**config.mk**
```make
export PLATFORM = sky130hd
export DESIGN_NAME = dvs_mulfix
export DESIGN_NICKNAME = d
export VERILOG_FILES = /design/src/rtl/core/dvs_pkg.sv /design/src/rtl/core/dvs_mulfix.sv
export SDC_FILE = /design/constraint.sdc
export NUM_CORES = 2
export LEC_CHECK = 0
export BUFFER_PORTS_ARGS = -buffer_cell sky130_fd_sc_hd__buf_2
export CAP_MARGIN = 15
export CORE_AREA = 5 5 349 351
export CTS_BUF_LIST = sky130_fd_sc_hd__clkbuf_8
export CTS_CLUSTER_DIAMETER = 50
export DETAILED_ROUTE_END_ITERATION = 10
export DIE_AREA = 0 0 354 356
export PLACE_DENSITY = 0.76
export REMOVE_ABC_BUFFERS = 1
export SYNTH_ARGS = -nofsm -noshare
export SYNTH_HDL_FRONTEND = slang
export SYNTH_SLANG_ARGS = --single-unit
```
**constraint.sdc**
```tcl
create_clock -name clk -period 10.2 [get_ports clk]
set_input_delay 0.51 -clock clk [delete_from_list [all_inputs] [get_ports clk]]
set_output_delay 0.51 -clock clk [all_outputs]
set_load 0.05 [all_outputs]
```
**src/rtl/core/dvs_pkg.sv**
```systemverilog
package dvs_pkg;

    typedef enum logic [1:0]
    {
        ST_STEPPED   = 2'd0,
        ST_CLAMPED   = 2'd1,
        ST_UNCHANGED = 2'd2,
        ST_INVALID   = 2'd3
    } step_status_t;

    typedef enum logic [1:0]
    {
        CFG_GRAVITY     = 2'd0,
        CFG_AIR_DENSITY = 2'd1,
        CFG_DRAG_COEFF  = 2'd2,
        CFG_TIME_STEP   = 2'd3
    } cfg_idx_t;

    typedef struct packed
    {
        logic signed [31:0] velocity_in;
        logic [30:0]        body_mass;
        logic [30:0]        body_area;
    } item_t;

    typedef struct packed
    {
        logic signed [31:0] velocity_out;
        logic [30:0]        terminal_speed;
        step_status_t       step_status;
    } result_t;

    // payload riding alongside the drag path
    typedef struct packed
    {
        logic signed [31:0] v0;
        logic signed [31:0] v1;
        logic [30:0]        mass;
        logic [30:0]        area;
        logic               invalid;
    } step_side_t;

    typedef struct packed
    {
        logic signed [31:0] v0;
        logic signed [31:0] v2;
        logic               invalid;
    } step_res_t;

    localparam logic [30:0] GRAVITY_RST     = 31'd642253;
    localparam logic [30:0] AIR_DENSITY_RST = 31'd80282;
    localparam logic [30:0] DRAG_COEFF_RST  = 31'd65536;
    localparam logic [30:0] TIME_STEP_RST   = 31'd1049;

    localparam logic [62:0] CAP62 = 63'h4000_0000_0000_0000;

    function automatic logic signed [31:0] sat32(input logic signed [65:0] x);
        logic signed [31:0] r;
        if (x > 66'sd2147483647)
            r = 32'sh7FFF_FFFF;
        else if (x < -66'sd2147483648)
            r = 32'sh8000_0000;
        else
            r = x[31:0];
        return r;
    endfunction

endpackage

```
**src/rtl/core/dvs_mulfix.sv**
```systemverilog
module dvs_mulfix
    import dvs_pkg::*;
#(
    parameter int FRAC_BITS = 16,
    parameter int SW        = 1
) (
    input  logic          clk,
    input  logic          en,
    input  logic [62:0]   a,
    input  logic [30:0]   b,
    input  logic [SW-1:0] side_in,
    output logic [62:0]   product,
    output logic [SW-1:0] side_out
);

    logic [62:0]   pp_lo_reg;
    logic [61:0]   pp_hi_reg;
    logic [SW-1:0] side1_reg;
    logic [62:0]   prod_reg;
    logic [SW-1:0] side2_reg;
    logic [93:0]   full;

    // full product at or above 2^64 saturates
    assign full = {pp_hi_reg, 32'd0} + 94'(pp_lo_reg);

    always_ff @(posedge clk)
    begin
        if (en)
        begin
            pp_lo_reg <= a[31:0] * b;
            pp_hi_reg <= a[62:32] * b;
            side1_reg <= side_in;
            prod_reg  <= (|full[93:64]) ? CAP62 : 63'(full >> FRAC_BITS);
            side2_reg <= side1_reg;
        end
    end

    assign product  = prod_reg;
    assign side_out = side2_reg;

endmodule

```
==> results.py <==
metrics = {
    "worst_setup_path": {
        "criticalPathCategory": "input port to register",
        "critical_path.reg2reg.startpoint": "pp_lo_reg[34]",
        "destination_of_the_critical_timing_path": "pp_hi_reg[61]",
        "path_max_fanout": 32,
        "cp_data_arrival_time_ns": 9.28,
        "worst_setup_path_startpoint": "b[15]",
        "critical_path.endpoint_type": "register",
        "timing.reg2reg.worst_path_depth": 13,
        "start_kind": "input port",
        "regToRegSetupSlack_ns": 5.29,
        "cp_data_required_time_ns": 10.47,
        "r2r_end": "product[24]",
    },
    "floorplan": {
        "core.rowCount": 127,
        "dieWidth_um": 354,
        "core_area_sq_um": 119000,
        "die-height_um": 356,
        "die_area_sq_um": 126000,
        "num_ports": 161,
        "start_util_pct": 59.2,
    },
    "route": {
        "viasPerCell": 5.77,
        "drt_drc_violations_left": 0,
        "drt-total-wl_mm": 187,
        "wire_per_inst_um": 21.2,
        "detail-route-antenna-nets": 0,
        "firstDrtPassIters": 6,
        "vias": 51094,
        "drtIter0Drc": 3596,
    },
    "timing": {
        "hold_ws_ns": 0.163,
        "final_count_of_pins_violating_max_slew": 0,
        "finalClockSkew_ns": 0.0261,
        "finalSetupViolCount": 0,
        "max_clock_freq_mhz": 111,
        "grt_setup_unrepaired": "no",
        "post-route-worst-setup-slack_ns": 1.20,
        "worst-slew-pin-transition_ns": 1.07,
        "setup_total_negative_slack_ns": 0,
        "timing.slew.headroom_pct": 28.4,
        "finalHoldViolations": 0,
        "finalWorstPathRequiredPeriod_ns": 9.00,
        "final_min_period_over_clock_period_pct": 88.3,
    },
    "global_routing": {
        "total_global_route_track_usage_pct": 31.1,
        "grt_antenna_before_repair": 6,
        "global_route.overflow_total": 0,
        "vias_in_the_first_global_route": 57241,
        "grt_max_degree": 72,
        "global_route_wire_length_before_repair_mm": 308,
    },
    "cts": {
        "clock_sink_count": 174,
        "cts.path.max_buffers": 2,
        "path_clk_slew_ns": 0.11,
        "htree_levels": 4,
        "ctsRootBufferMaster": "clkbuf_8",
        "tritoncts_clock_tree": "yes",
        "clk-insertion-delay-late_ns": 0.53,
        "cts_inserted_buffers": 17,
        "postCtsHoldBufs": 0,
        "cts_setup_buffers": 0,
        "number_of_gates_resized_after_cts": 0,
    },
    "placed_design": {
        "dp_slack_ns": 0.676,
        "detailed_place_hpwl_mm": 153,
        "place_congestion": 0.943,
        "port-buffer-count": 160,
    },
    "logic_synthesis": {
        "synthDistinctLibCells": 82,
        "synth-main-ff-cell": "edfxtp_1",
        "yosys_register_bits": 174,
        "synth-async-reset-ratio_pct": 0,
        "post_synth_main_area_contributors": "fa_1 48%, ha_1 9.6%, and2_1 9.3%",
        "synth_sequential_area_ratio_pct": 7.43,
        "synth_area_per_cell_sq_um": 9.42,
        "netlist_instances": 7465,
        "synthDominantAreaCellType": "fa_1",
        "synth_area_sq_um": 70300,
        "synth_enable_flop_cells": 174,
        "synth_top_area_share_pct": 48.5,
        "yosysWarnings": 0,
    },
    "cells_and_area": {
        "mostFrequentLayoutCells": "1703 x fa_1, 1592 x inv_1, 1041 x and2_1",
        "design.final.nets": 9626,
        "filler_cell_count": 9848,
        "largest_register_ff_count": 63,
        "area_growth_syn_to_layout_pct": 3.22,
        "layout_commonest_cell": "fa_1",
        "seqCellArea_sq_um": 5230,
        "layout-drive-gt1-share_pct": 3.86,
        "multi_input_gate_area_sq_um": 57500,
    },
    "worst_hold_path": {
        "timing.hold.worst.class": "input port to register",
    },
    "run_status": {
        "status": "complete, no violations",
    },
    "flow_run": {
        "maxCapViolCount": 0,
    },
}
-- synthesized netlist by cell type, types with 12 or more instances --
library cell  instances
fa_1               1703
inv_1              1592
and2_1             1041
nand2_1            1012
ha_1                539
clkbuf_1            432
edfxtp_1            174
a21oi_1             140
xnor2_1              94
o21ai_0              79
a21o_1               73
nor2_1               73
and3_1               58
xor2_1               49
nand3_1              48
nand4_1              40
nor3_1               34
nand2b_1             20
a31oi_1              19
o21ai_1              19
and4_1               18
nor2b_1              17
o21bai_1             16
a211oi_1             12
o21a_1               12
-- critical path, cell delays in order --
cell      delay (ns)
buf_2           0.78
and2_1          0.25
fa_1            0.44
fa_1            0.52
inv_1           0.05
fa_1            0.46
fa_1            0.53
inv_1           0.06
fa_1            0.55
fa_1            0.43
fa_1            0.56
inv_1           0.07
fa_1            0.47
inv_1           0.04
ha_1            0.39
and4_1          0.28
a221oi_1        0.42
o221ai_1        0.19
a21oi_1         0.44
o22ai_1         0.30
o41ai_1         0.66
nand2_1         0.17
a311o_1         0.39
a21oi_1         0.19
xnor2_1         0.09
-- cell type report --
cell class,count,share of cell area (%)
multi-input combinational,5267,79.2
antenna,3,0.0103
clock buffer,17,0.322
clock inverter,15,0.281
inverter,1592,8.23
sequential,174,7.20
tap,1548,2.67
timing repair buffer,235,2.06
-- cells by family (layout without fill, tap and decap cells) --
family                     count (synthesis)  after routing  share of synthesized area, %
other                                      1             17                       0.00533
AOI/OAI and AO/OA                        455            455                          4.14
adders and majority gates               2242           2242                          58.1
DFF                                      174            174                          7.43
xor gates and xnor gates                 143            143                          1.78
buffers and inverters                   2037           1859                          10.9
muxes                                      7              7                         0.103
and+or+nand+nor                         2406           2406                          17.6
-- stage by stage --
stage	instances	area, sq um	util (%)
4_1_cts	8847	72500	61.1
3_5_place_dp	8815	72100	60.7
3_3_place_gp	8815	72100	60.7
6_report	8851	72600	61.1
2_1_floorplan	7033	68700	-
5_1_grt	8849	72600	61.1
-- routing by layer --
metal	up-vias	share of wire, %	global-route usage [%]
met4	4	5.2	13.6
met2	2270	47	51.0
met1	26568	38	40.8
li1	21750	-	-
met3	502	8.9	6.10
met5	-	0.016	0
-- worst min-delay path by stage --
stage / from / to / slack, ns / depth (start not counted)
after floorplan: side1_reg / side_out / 0.40 / 0
after global placement: side1_reg / side_out / 0.42 / 0
after detailed placement: side1_reg / side_out / 0.41 / 0
after CTS: side_in / side1_reg / 0.13 / 1
after global routing: side_in / side1_reg / 0.15 / 1
final: side_in / side1_reg / 0.16 / 1
Power is left out: the tool's default activity adds up to more than one toggle a clock period on the data nets, which glitch-free logic cannot reach.
